File: src/hdl/igfr_pkg.sv
// Package for the idle-gap frame receiver.
// Holds the store size, derived widths, command and state codes and the
// stage word passed from the control block to the result stage. No dependencies.
package igfr_pkg;

    // Frame store depth and widths that follow from it
    localparam int BUFFER_DEPTH = 256;
    localparam int ADDR_W       = $clog2(BUFFER_DEPTH);
    localparam int CNT_W        = $clog2(BUFFER_DEPTH + 1);
    localparam int CMP_W        = (CNT_W > 8) ? CNT_W : 8;

    // Fixed field widths
    localparam int TIMEOUT_W = 16;
    localparam int DATA_W    = 8;
    localparam int INDEX_W   = 8;
    localparam int OUT_CNT_W = 9;

    localparam logic [TIMEOUT_W-1:0] TIMEOUT_AT_RESET = 16'd50;
    localparam logic [TIMEOUT_W-1:0] TICKS_MAX        = 16'hFFFF;

    typedef enum logic [1:0] {
        CMD_TICK    = 2'd0,
        CMD_BYTE    = 2'd1,
        CMD_READ    = 2'd2,
        CMD_RELEASE = 2'd3
    } cmd_t;

    typedef enum logic [1:0] {
        ST_IDLE      = 2'd0,
        ST_RECEIVING = 2'd1,
        ST_ENDED     = 2'd2
    } rx_state_t;

    // Status after one word has been applied
    typedef struct packed {
        rx_state_t              rx_state;
        logic [OUT_CNT_W-1:0]   byte_count;
        logic                   error_seen;
        logic                   frame_done;
        logic                   port_idle;
        logic                   read_hit;
    } stage_t;

endpackage

File: src/hdl/igfr_intf.sv
// Channel interfaces for the idle-gap frame receiver: command words in,
// status words out, each with valid/ready. Depends on igfr_pkg for widths.
interface igfr_req_if;
    logic                          valid;
    logic                          ready;
    logic [1:0]                    command;
    logic [igfr_pkg::DATA_W-1:0]   rx_byte;
    logic                          line_error;
    logic [igfr_pkg::INDEX_W-1:0]  read_index;

    modport source (output valid, command, rx_byte, line_error, read_index, input ready);
    modport sink   (input valid, command, rx_byte, line_error, read_index, output ready);
endinterface

interface igfr_rsp_if;
    logic                            valid;
    logic                            ready;
    logic [1:0]                      rx_state;
    logic [igfr_pkg::OUT_CNT_W-1:0]  byte_count;
    logic                            error_seen;
    logic [igfr_pkg::DATA_W-1:0]     read_data;
    logic                            frame_done;
    logic                            port_idle;

    modport source (output valid, rx_state, byte_count, error_seen, read_data, frame_done,
                    port_idle, input ready);
    modport sink   (input valid, rx_state, byte_count, error_seen, read_data, frame_done,
                    port_idle, output ready);
endinterface

File: src/hdl/idle_gap_frame_receiver_unit.sv
// Top level of the idle-gap frame receiver.
// Depends on igfr_pkg, igfr_intf, igfr_ram, igfr_ctrl and igfr_out_stage.

// Collects received bytes into a frame store and ends the frame after
// idle_timeout ticks of silence. Takes one command word per clock cycle
// unless the sink stalls; each word yields exactly one status word, staged
// while the frame store's registered read port fetches read data, then held
// in the output register. The output register and a staging register let a
// new word enter while a finished status word waits for the sink. The store
// needs no clearing after reset: only positions below the current count
// are read back. Write idle_timeout only while no word is in flight.
module idle_gap_frame_receiver_unit (
    input  logic                            clk,
    input  logic                            rst_n,
    input  logic                            cfg_wr_en,
    input  logic [igfr_pkg::TIMEOUT_W-1:0]  cfg_wr_data,
    igfr_req_if.sink                        req,
    igfr_rsp_if.source                      rsp
);

    logic                              accept;
    logic                              in_ready;
    igfr_pkg::stage_t                  status;
    igfr_pkg::stage_t                  out_status;
    logic                              ram_we;
    logic [igfr_pkg::ADDR_W-1:0]       ram_waddr;
    logic                              ram_re;
    logic [igfr_pkg::ADDR_W-1:0]       ram_raddr;
    logic [igfr_pkg::DATA_W-1:0]       ram_rdata;
    logic [igfr_pkg::DATA_W-1:0]       out_read_data;
    logic                              out_valid;

    assign accept    = req.valid && in_ready;
    assign req.ready = in_ready;

    igfr_ctrl u_ctrl (
        .clk         (clk),
        .rst_n       (rst_n),
        .cfg_wr_en   (cfg_wr_en),
        .cfg_wr_data (cfg_wr_data),
        .accept      (accept),
        .command     (req.command),
        .rx_byte     (req.rx_byte),
        .line_error  (req.line_error),
        .read_index  (req.read_index),
        .status      (status),
        .ram_we      (ram_we),
        .ram_waddr   (ram_waddr),
        .ram_re      (ram_re),
        .ram_raddr   (ram_raddr)
    );

    igfr_ram #(
        .WIDTH (igfr_pkg::DATA_W),
        .DEPTH (igfr_pkg::BUFFER_DEPTH)
    ) u_store (
        .clk   (clk),
        .we    (ram_we),
        .waddr (ram_waddr),
        .wdata (req.rx_byte),
        .re    (ram_re),
        .raddr (ram_raddr),
        .rdata (ram_rdata)
    );

    igfr_out_stage u_out (
        .clk           (clk),
        .rst_n         (rst_n),
        .accept        (accept),
        .status        (status),
        .ram_rdata     (ram_rdata),
        .out_ready     (rsp.ready),
        .in_ready      (in_ready),
        .out_valid     (out_valid),
        .out_status    (out_status),
        .out_read_data (out_read_data)
    );

    // Drive the result channel
    assign rsp.valid      = out_valid;
    assign rsp.rx_state   = out_status.rx_state;
    assign rsp.byte_count = out_status.byte_count;
    assign rsp.error_seen = out_status.error_seen;
    assign rsp.read_data  = out_read_data;
    assign rsp.frame_done = out_status.frame_done;
    assign rsp.port_idle  = out_status.port_idle;

endmodule

File: src/hdl/igfr_ram.sv
// Generic single-write, single-read RAM with registered read data.
// No dependencies.
module igfr_ram #(
    parameter int WIDTH = 8,
    parameter int DEPTH = 256
) (
    input  logic                     clk,
    input  logic                     we,
    input  logic [$clog2(DEPTH)-1:0] waddr,
    input  logic [WIDTH-1:0]         wdata,
    input  logic                     re,
    input  logic [$clog2(DEPTH)-1:0] raddr,
    output logic [WIDTH-1:0]         rdata
);

    logic [WIDTH-1:0] mem_reg [DEPTH];
    logic [WIDTH-1:0] rdata_reg;

    // Write port
    always_ff @(posedge clk)
    begin
        if (we)
        begin
            mem_reg[waddr] <= wdata;
        end
    end

    // Registered read port, holds when not enabled
    always_ff @(posedge clk)
    begin
        if (re)
        begin
            rdata_reg <= mem_reg[raddr];
        end
    end

    assign rdata = rdata_reg;

endmodule

File: src/hdl/igfr_ctrl.sv
// Receive control for the idle-gap frame receiver: state, silence timer,
// byte count, error flag and frame store addressing. Depends on igfr_pkg.
module igfr_ctrl (
    input  logic                            clk,
    input  logic                            rst_n,
    input  logic                            cfg_wr_en,
    input  logic [igfr_pkg::TIMEOUT_W-1:0]  cfg_wr_data,
    input  logic                            accept,
    input  logic [1:0]                      command,
    input  logic [igfr_pkg::DATA_W-1:0]     rx_byte,
    input  logic                            line_error,
    input  logic [igfr_pkg::INDEX_W-1:0]    read_index,
    output igfr_pkg::stage_t                status,
    output logic                            ram_we,
    output logic [igfr_pkg::ADDR_W-1:0]     ram_waddr,
    output logic                            ram_re,
    output logic [igfr_pkg::ADDR_W-1:0]     ram_raddr
);

    logic [igfr_pkg::TIMEOUT_W-1:0] timeout_reg;
    igfr_pkg::rx_state_t            state_reg, state_next;
    logic                           running_reg, running_next;
    logic [igfr_pkg::TIMEOUT_W-1:0] ticks_reg, ticks_next, ticks_inc;
    logic [igfr_pkg::CNT_W-1:0]     count_reg, count_next;
    logic                           err_reg, err_next;
    logic                           done;
    logic                           hit;
    logic                           room;
    logic [igfr_pkg::CMP_W-1:0]     idx_wide;
    logic [igfr_pkg::CMP_W-1:0]     cnt_wide;

    // Saturating silence count and store bounds
    assign ticks_inc = (ticks_reg < igfr_pkg::TICKS_MAX) ? ticks_reg + 16'd1 : ticks_reg;
    assign room      = (count_reg < igfr_pkg::CNT_W'(igfr_pkg::BUFFER_DEPTH));
    assign idx_wide  = igfr_pkg::CMP_W'(read_index);
    assign cnt_wide  = igfr_pkg::CMP_W'(count_reg);

    // Apply one command word
    always_comb
    begin
        state_next   = state_reg;
        running_next = running_reg;
        ticks_next   = ticks_reg;
        count_next   = count_reg;
        err_next     = err_reg;
        done         = 1'b0;
        hit          = 1'b0;
        ram_we       = 1'b0;
        ram_re       = 1'b0;
        case (igfr_pkg::cmd_t'(command))
            igfr_pkg::CMD_TICK:
            begin
                if (running_reg)
                begin
                    ticks_next = ticks_inc;
                    if (ticks_inc >= timeout_reg)
                    begin
                        running_next = 1'b0;
                        if (state_reg == igfr_pkg::ST_RECEIVING)
                        begin
                            state_next = igfr_pkg::ST_ENDED;
                            done       = 1'b1;
                        end
                    end
                end
            end
            igfr_pkg::CMD_BYTE:
            begin
                ticks_next   = '0;
                running_next = 1'b1;
                if (state_reg != igfr_pkg::ST_ENDED)
                begin
                    state_next = igfr_pkg::ST_RECEIVING;
                    if (room)
                    begin
                        err_next   = err_reg | line_error;
                        count_next = count_reg + 1'b1;
                        ram_we     = accept;
                    end
                end
            end
            igfr_pkg::CMD_READ:
            begin
                hit    = (idx_wide < cnt_wide) &&
                         (idx_wide < igfr_pkg::CMP_W'(igfr_pkg::BUFFER_DEPTH));
                ram_re = accept;
            end
            igfr_pkg::CMD_RELEASE:
            begin
                state_next   = igfr_pkg::ST_IDLE;
                running_next = 1'b0;
                ticks_next   = '0;
                count_next   = '0;
                err_next     = 1'b0;
            end
            default:
            begin
                state_next = state_reg;
            end
        endcase
    end

    assign ram_waddr = igfr_pkg::ADDR_W'(count_reg);
    assign ram_raddr = igfr_pkg::ADDR_W'(read_index);

    // Status as it stands after the word
    always_comb
    begin
        status.rx_state   = state_next;
        status.byte_count = igfr_pkg::OUT_CNT_W'(count_next);
        status.error_seen = err_next;
        status.frame_done = done;
        status.port_idle  = (state_next == igfr_pkg::ST_IDLE);
        status.read_hit   = hit;
    end

    // Timeout register
    always_ff @(posedge clk or negedge rst_n)
    begin
        if (!rst_n)
        begin
            timeout_reg <= igfr_pkg::TIMEOUT_AT_RESET;
        end
        else if (cfg_wr_en)
        begin
            timeout_reg <= cfg_wr_data;
        end
    end

    // Advance state on each accepted word
    always_ff @(posedge clk or negedge rst_n)
    begin
        if (!rst_n)
        begin
            state_reg   <= igfr_pkg::ST_IDLE;
            running_reg <= 1'b0;
            ticks_reg   <= '0;
            count_reg   <= '0;
            err_reg     <= 1'b0;
        end
        else if (accept)
        begin
            state_reg   <= state_next;
            running_reg <= running_next;
            ticks_reg   <= ticks_next;
            count_reg   <= count_next;
            err_reg     <= err_next;
        end
    end

endmodule

File: src/hdl/igfr_out_stage.sv
// Result staging for the idle-gap frame receiver: a stage that waits for
// frame store read data, then the output register. Depends on igfr_pkg.
module igfr_out_stage (
    input  logic                            clk,
    input  logic                            rst_n,
    input  logic                            accept,
    input  igfr_pkg::stage_t                status,
    input  logic [igfr_pkg::DATA_W-1:0]     ram_rdata,
    input  logic                            out_ready,
    output logic                            in_ready,
    output logic                            out_valid,
    output igfr_pkg::stage_t                out_status,
    output logic [igfr_pkg::DATA_W-1:0]     out_read_data
);

    logic                        s1_valid_reg, s1_valid_next;
    igfr_pkg::stage_t            s1_reg;
    logic                        out_valid_reg, out_valid_next;
    igfr_pkg::stage_t            out_reg;
    logic [igfr_pkg::DATA_W-1:0] rdata_reg;
    logic                        s1_adv;

    // Move the staged word on when the output register is free or draining
    assign s1_adv   = s1_valid_reg && (!out_valid_reg || out_ready);
    assign in_ready = !s1_valid_reg || s1_adv;

    always_comb
    begin
        s1_valid_next  = accept ? 1'b1 : (s1_adv ? 1'b0 : s1_valid_reg);
        out_valid_next = s1_adv ? 1'b1 : (out_ready ? 1'b0 : out_valid_reg);
    end

    // Valid flags
    always_ff @(posedge clk or negedge rst_n)
    begin
        if (!rst_n)
        begin
            s1_valid_reg  <= 1'b0;
            out_valid_reg <= 1'b0;
        end
        else
        begin
            s1_valid_reg  <= s1_valid_next;
            out_valid_reg <= out_valid_next;
        end
    end

    // Payload: capture status, then merge in read data
    always_ff @(posedge clk)
    begin
        if (accept)
        begin
            s1_reg <= status;
        end
        if (s1_adv)
        begin
            out_reg   <= s1_reg;
            rdata_reg <= s1_reg.read_hit ? ram_rdata : '0;
        end
    end

    assign out_valid     = out_valid_reg;
    assign out_status    = out_reg;
    assign out_read_data = rdata_reg;

endmodule

File: src/flat_wrapper.sv
// flat-port wrapper written by rule: the top's interface ports become plain ports
module idle_gap_frame_receiver_unit_flat 
  (clk, rst_n, cfg_wr_en, cfg_wr_data, req_valid, req_command, req_rx_byte, req_line_error, req_read_index, req_ready, rsp_valid, rsp_rx_state, rsp_byte_count, rsp_error_seen, rsp_read_data, rsp_frame_done, rsp_port_idle, rsp_ready);
  igfr_req_if req_i ();
  igfr_rsp_if rsp_i ();
  input  logic clk;
  input  logic rst_n;
  input  logic cfg_wr_en;
  input  logic [igfr_pkg::TIMEOUT_W-1:0] cfg_wr_data;
  input wire logic [$bits(req_i.valid)-1:0] req_valid;
  input wire logic [$bits(req_i.command)-1:0] req_command;
  input wire logic [$bits(req_i.rx_byte)-1:0] req_rx_byte;
  input wire logic [$bits(req_i.line_error)-1:0] req_line_error;
  input wire logic [$bits(req_i.read_index)-1:0] req_read_index;
  output wire logic [$bits(req_i.ready)-1:0] req_ready;
  output wire logic [$bits(rsp_i.valid)-1:0] rsp_valid;
  output wire logic [$bits(rsp_i.rx_state)-1:0] rsp_rx_state;
  output wire logic [$bits(rsp_i.byte_count)-1:0] rsp_byte_count;
  output wire logic [$bits(rsp_i.error_seen)-1:0] rsp_error_seen;
  output wire logic [$bits(rsp_i.read_data)-1:0] rsp_read_data;
  output wire logic [$bits(rsp_i.frame_done)-1:0] rsp_frame_done;
  output wire logic [$bits(rsp_i.port_idle)-1:0] rsp_port_idle;
  input wire logic [$bits(rsp_i.ready)-1:0] rsp_ready;
  assign req_i.valid = req_valid;
  assign req_i.command = req_command;
  assign req_i.rx_byte = req_rx_byte;
  assign req_i.line_error = req_line_error;
  assign req_i.read_index = req_read_index;
  assign req_ready = req_i.ready;
  assign rsp_valid = rsp_i.valid;
  assign rsp_rx_state = rsp_i.rx_state;
  assign rsp_byte_count = rsp_i.byte_count;
  assign rsp_error_seen = rsp_i.error_seen;
  assign rsp_read_data = rsp_i.read_data;
  assign rsp_frame_done = rsp_i.frame_done;
  assign rsp_port_idle = rsp_i.port_idle;
  assign rsp_i.ready = rsp_ready;
  idle_gap_frame_receiver_unit u_core (.clk(clk), .rst_n(rst_n), .cfg_wr_en(cfg_wr_en), .cfg_wr_data(cfg_wr_data), .req(req_i), .rsp(rsp_i));
endmodule
File: config.mk
export PLATFORM = sky130hd
export DESIGN_NAME = idle_gap_frame_receiver_unit_flat
export DESIGN_NICKNAME = d
export VERILOG_FILES = /design/src/hdl/igfr_pkg.sv /design/src/hdl/igfr_intf.sv /design/src/hdl/idle_gap_frame_receiver_unit.sv /design/src/hdl/igfr_ram.sv /design/src/hdl/igfr_ctrl.sv /design/src/hdl/igfr_out_stage.sv /design/src/flat_wrapper.sv
export SDC_FILE = /design/constraint.sdc
export NUM_CORES = 2
export LEC_CHECK = 0
export ABC_CLOCK_PERIOD_IN_PS = 4900
export BUFFER_PORTS_ARGS = -buffer_cell sky130_fd_sc_hd__clkbuf_2
export CORE_MARGIN = 8
export CORE_UTILIZATION = 45
export DETAILED_ROUTE_END_ITERATION = 8
export GPL_TIMING_DRIVEN = 1
export PLACE_DENSITY = 0.57
export SKIP_CTS_REPAIR_TIMING = 1
export SYNTH_ARGS = -nofsm -noshare
export SYNTH_HDL_FRONTEND = slang
export SYNTH_SLANG_ARGS = --single-unit
File: constraint.sdc
create_clock -name clk -period 4.9 [get_ports clk]
set_input_delay 0.245 -clock clk [delete_from_list [all_inputs] [get_ports clk]]
set_output_delay 0.245 -clock clk [all_outputs]
set_load 0.01 [all_outputs]
==> reports/summary.txt <==
EDFF count, synth -> 2,093
Total count of hold-check failures in the final report -> 28
Critical Path AT -> 4340 ps
Endpoint type of the worst setup path -> flop
Vias/cell -> 5.88
Slew HR -> 21.3%
Final Skew -> 32.5 ps
Netlist cell types -> 64
Post-Synthesis Cell Area -> 83,200 um2
Syn_nets -> 4,118
Synthesized instance count -> 4,050
Setup TNS -> 0 ps
Sw Share -> 22.2%
Critical path data required time -> 5480 ps
GRT overflow -> 0
Die Area -> 199,000 um2
Net Switching -> 8430 uW
Layout cells sized above 1 -> 24.3%
Peak supply drop -> 370 uV
Die span in x -> 446 um
CTS buffer count -> 210
Rows -> 158
Maximum clock frequency -> 266 MHz
Htree depth -> 4
Hold WS -> -49.6 ps
Global-route wire length before repair -> 304,000 um
Period Utilization, post-route -> 76.8%
Layout Cells excl Fill -> 7,037
Part of the power in combinational logic -> 5.8%
Leakage -> 0.0299 uW
Yosys reg bits -> 2,140
Worst-margin pin slew -> 1180 ps
Overall power -> 38,000 uW
Die height -> 446 um
Dominant cell by count in the synthesized netlist -> edfxtp_1
Worst min path class -> primary input to flop
Crit path max fanout -> 7
RSZ-0062 raised after global routing -> false
Final Critical Period -> 3760 ps
Final estimated routing congestion in global placement -> 0.819
Initial antenna violation count -> 9
Syn. warnings -> 0
1st-iter DRT viols -> 4,176
IO Port Bufs -> 63
Part of the power in registers -> 53.4%
Max-slew violation count -> 0
DRT Pass-1 Iters -> 5
Vias -> 41.4k
Placed cells -> 6,614
Clock share of power -> 40.8%
Clock buffer depth -> 3
Largest net degree at the start of global routing -> 138
Sink Count -> 2,140
# Max-Cap Violations -> 0
Asr flop ratio synth -> 2.20%
Overall Global Routing Usage -> 21.0%
Initial Util -> 45.1%
Int Power -> 29,500 uW
Synth area leader -> edfxtp_1
Final ANT Viol Nets -> 0
Ys flop type -> edfxtp_1
Clk slew on worst S/H paths -> 60 ps
CTS Root Cell -> clkbuf_16
Violated checks -> hold timing
Clock Latency Late Sink -> 860 ps
Vias in the first global route -> 41.3k
I/O Pins -> 64
DPL Wire Length -> 128,000 um
Final count of negative-setup-slack endpoints -> 0
Drc violations -> 0
Worst Setup Path Type -> flop to flop
Max reg flops -> 2,048
Drt wl/cell -> 30.0 um
Core ar. -> 185,000 um2
Crit start category -> flop
CTS tree -> built
Ranking of synthesized cells by area -> edfxtp_1, mux4_2, nor2_1
Pwr dens -> 402 nW/um2
Syn Area/Cell -> 20.5 um2
Synth cell count leaders -> edfxtp_1, mux4_2, nor2_1, nand2_1, o22ai_1
Top-area cell type share of the netlist area -> 75.5%
Routed WL -> 211,000 um
Status -> complete, but fails checks
Synthesis-to-finish area growth -> 13.6%
Post-synthesis sequential area ratio -> 77.0%
Final #Nets -> 4,450
Fillers -> 14.7k
## kinds of logic (layout without fill, tap and decap cells)
logic type,after synthesis,after routing,share of synthesized area (%)
fa+ha+maj,28,28,0.421
simple gates,620,620,3.21
xor+xnor,17,17,0.179
mux,580,580,14.1
flops,2140,2140,77.0
other cells,0,2,0
compound gates,413,413,3.37
buf+inv,252,757,1.76
## critical path: stages, from the launching register on
cell and delay, ps:
dfrtp_1 440, and3_2 270, nand3_2 130, nor4_2 560
nor2_1 170, and3_1 250, xor2_1 150, ha_1 290
a21o_1 180, a21o_1 170, a21oi_1 140, o21ai_0 90
a21o_1 180, and4_1 210, a221o_1 280
## path summary, 6_finish.rpt
| check | from | endpoint | slack, ps | cells after the start |
|---|---|---|---|---|
| worst max register to register | u_core.u_ctrl.ticks_reg[3]$_DFFE_PN0P_ | u_core.u_out.s1_reg[14]$_DFFE_PP_ | 1140 | 14 |
| worst min register to register | u_core.u_out.s1_reg[14]$_DFFE_PP_ | u_core.u_out.out_status[14]$_DFFE_PP_ | 420 | 0 |
| worst max-delay path | u_core.u_ctrl.ticks_reg[3]$_DFFE_PN0P_ | u_core.u_out.s1_reg[14]$_DFFE_PP_ | 1140 | 14 |
| worst min-delay path | cfg_wr_en | u_core.u_ctrl.timeout_reg[13]$_DFFE_PN0P_ | -50 | 3 |
| min in group asynchronous | rst_n | u_core.u_ctrl.ticks_reg[11]$_DFFE_PN0P_ | 50 | 3 |
| max in group asynchronous | rst_n | u_core.u_out.out_valid$_DFFE_PN0P_ | 4400 | 3 |
## layer usage
metal  part of all wire (%)  vias up  GRT usage (%)
li1                       -    17436              -
met1                     44    22145           31.3
met2                     47     1500           32.6
met3                    7.2      283           3.50
met4                    2.4        4           5.17
met5                  0.015        -              0
## cell type report
| class | count | area (um2) | area share, % |
|---|---|---|---|
| clock buffer | 264 | 5530 | 5.85 |
| clock inverter | 121 | 1030 | 1.09 |
| multi-input combinational | 1658 | 17800 | 18.8 |
| sequential | 2140 | 64000 | 67.8 |
| timing repair buffer | 342 | 2900 | 3.07 |
| tap | 2480 | 3100 | 3.28 |
| antenna | 2 | 5.00 | 0.00530 |
| inverter | 30 | 113 | 0.119 |
## power by group through the flow
stage                     registers (uW)  clock network (uW)  logic, uW
after floorplan                    20600                   0       1110
after detailed placement           20600                   0       2210
final                              20300               15500       2210
after global placement             20600                   0       2190
after global routing               20300               16400       2340
after CTS                          20300               15800       2210
## stage by stage
stage	hold WS [ps]	setup WS [ps]	utilization, %	cell area, um2
2_1_floorplan	-50.6	1490	-	83200
3_3_place_gp	395	858	47.4	87600
3_5_place_dp	400	848	47.4	87600
4_1_cts	-517	1150	51.0	94100
5_1_grt	2.47	884	51.2	94500
6_report	-49.6	1140	51.2	94500
## cells in the final DEF (no fill, tap or decap), types with 40 or more instances in the layout
cell and instances:
clkbuf_1 47, nor2_1 307, o21ai_0 40, edfxtp_1 2093, mux4_2 473, clkbuf_2 53, a22oi_1 66, a21oi_1 40
nand2_1 140, clkinv_1 56, clkbuf_16 210, dfrtp_1 44, nor3_1 43, o22ai_1 112, buf_4 219, mux2i_1 106
Power figures use the tool's default switching activity.
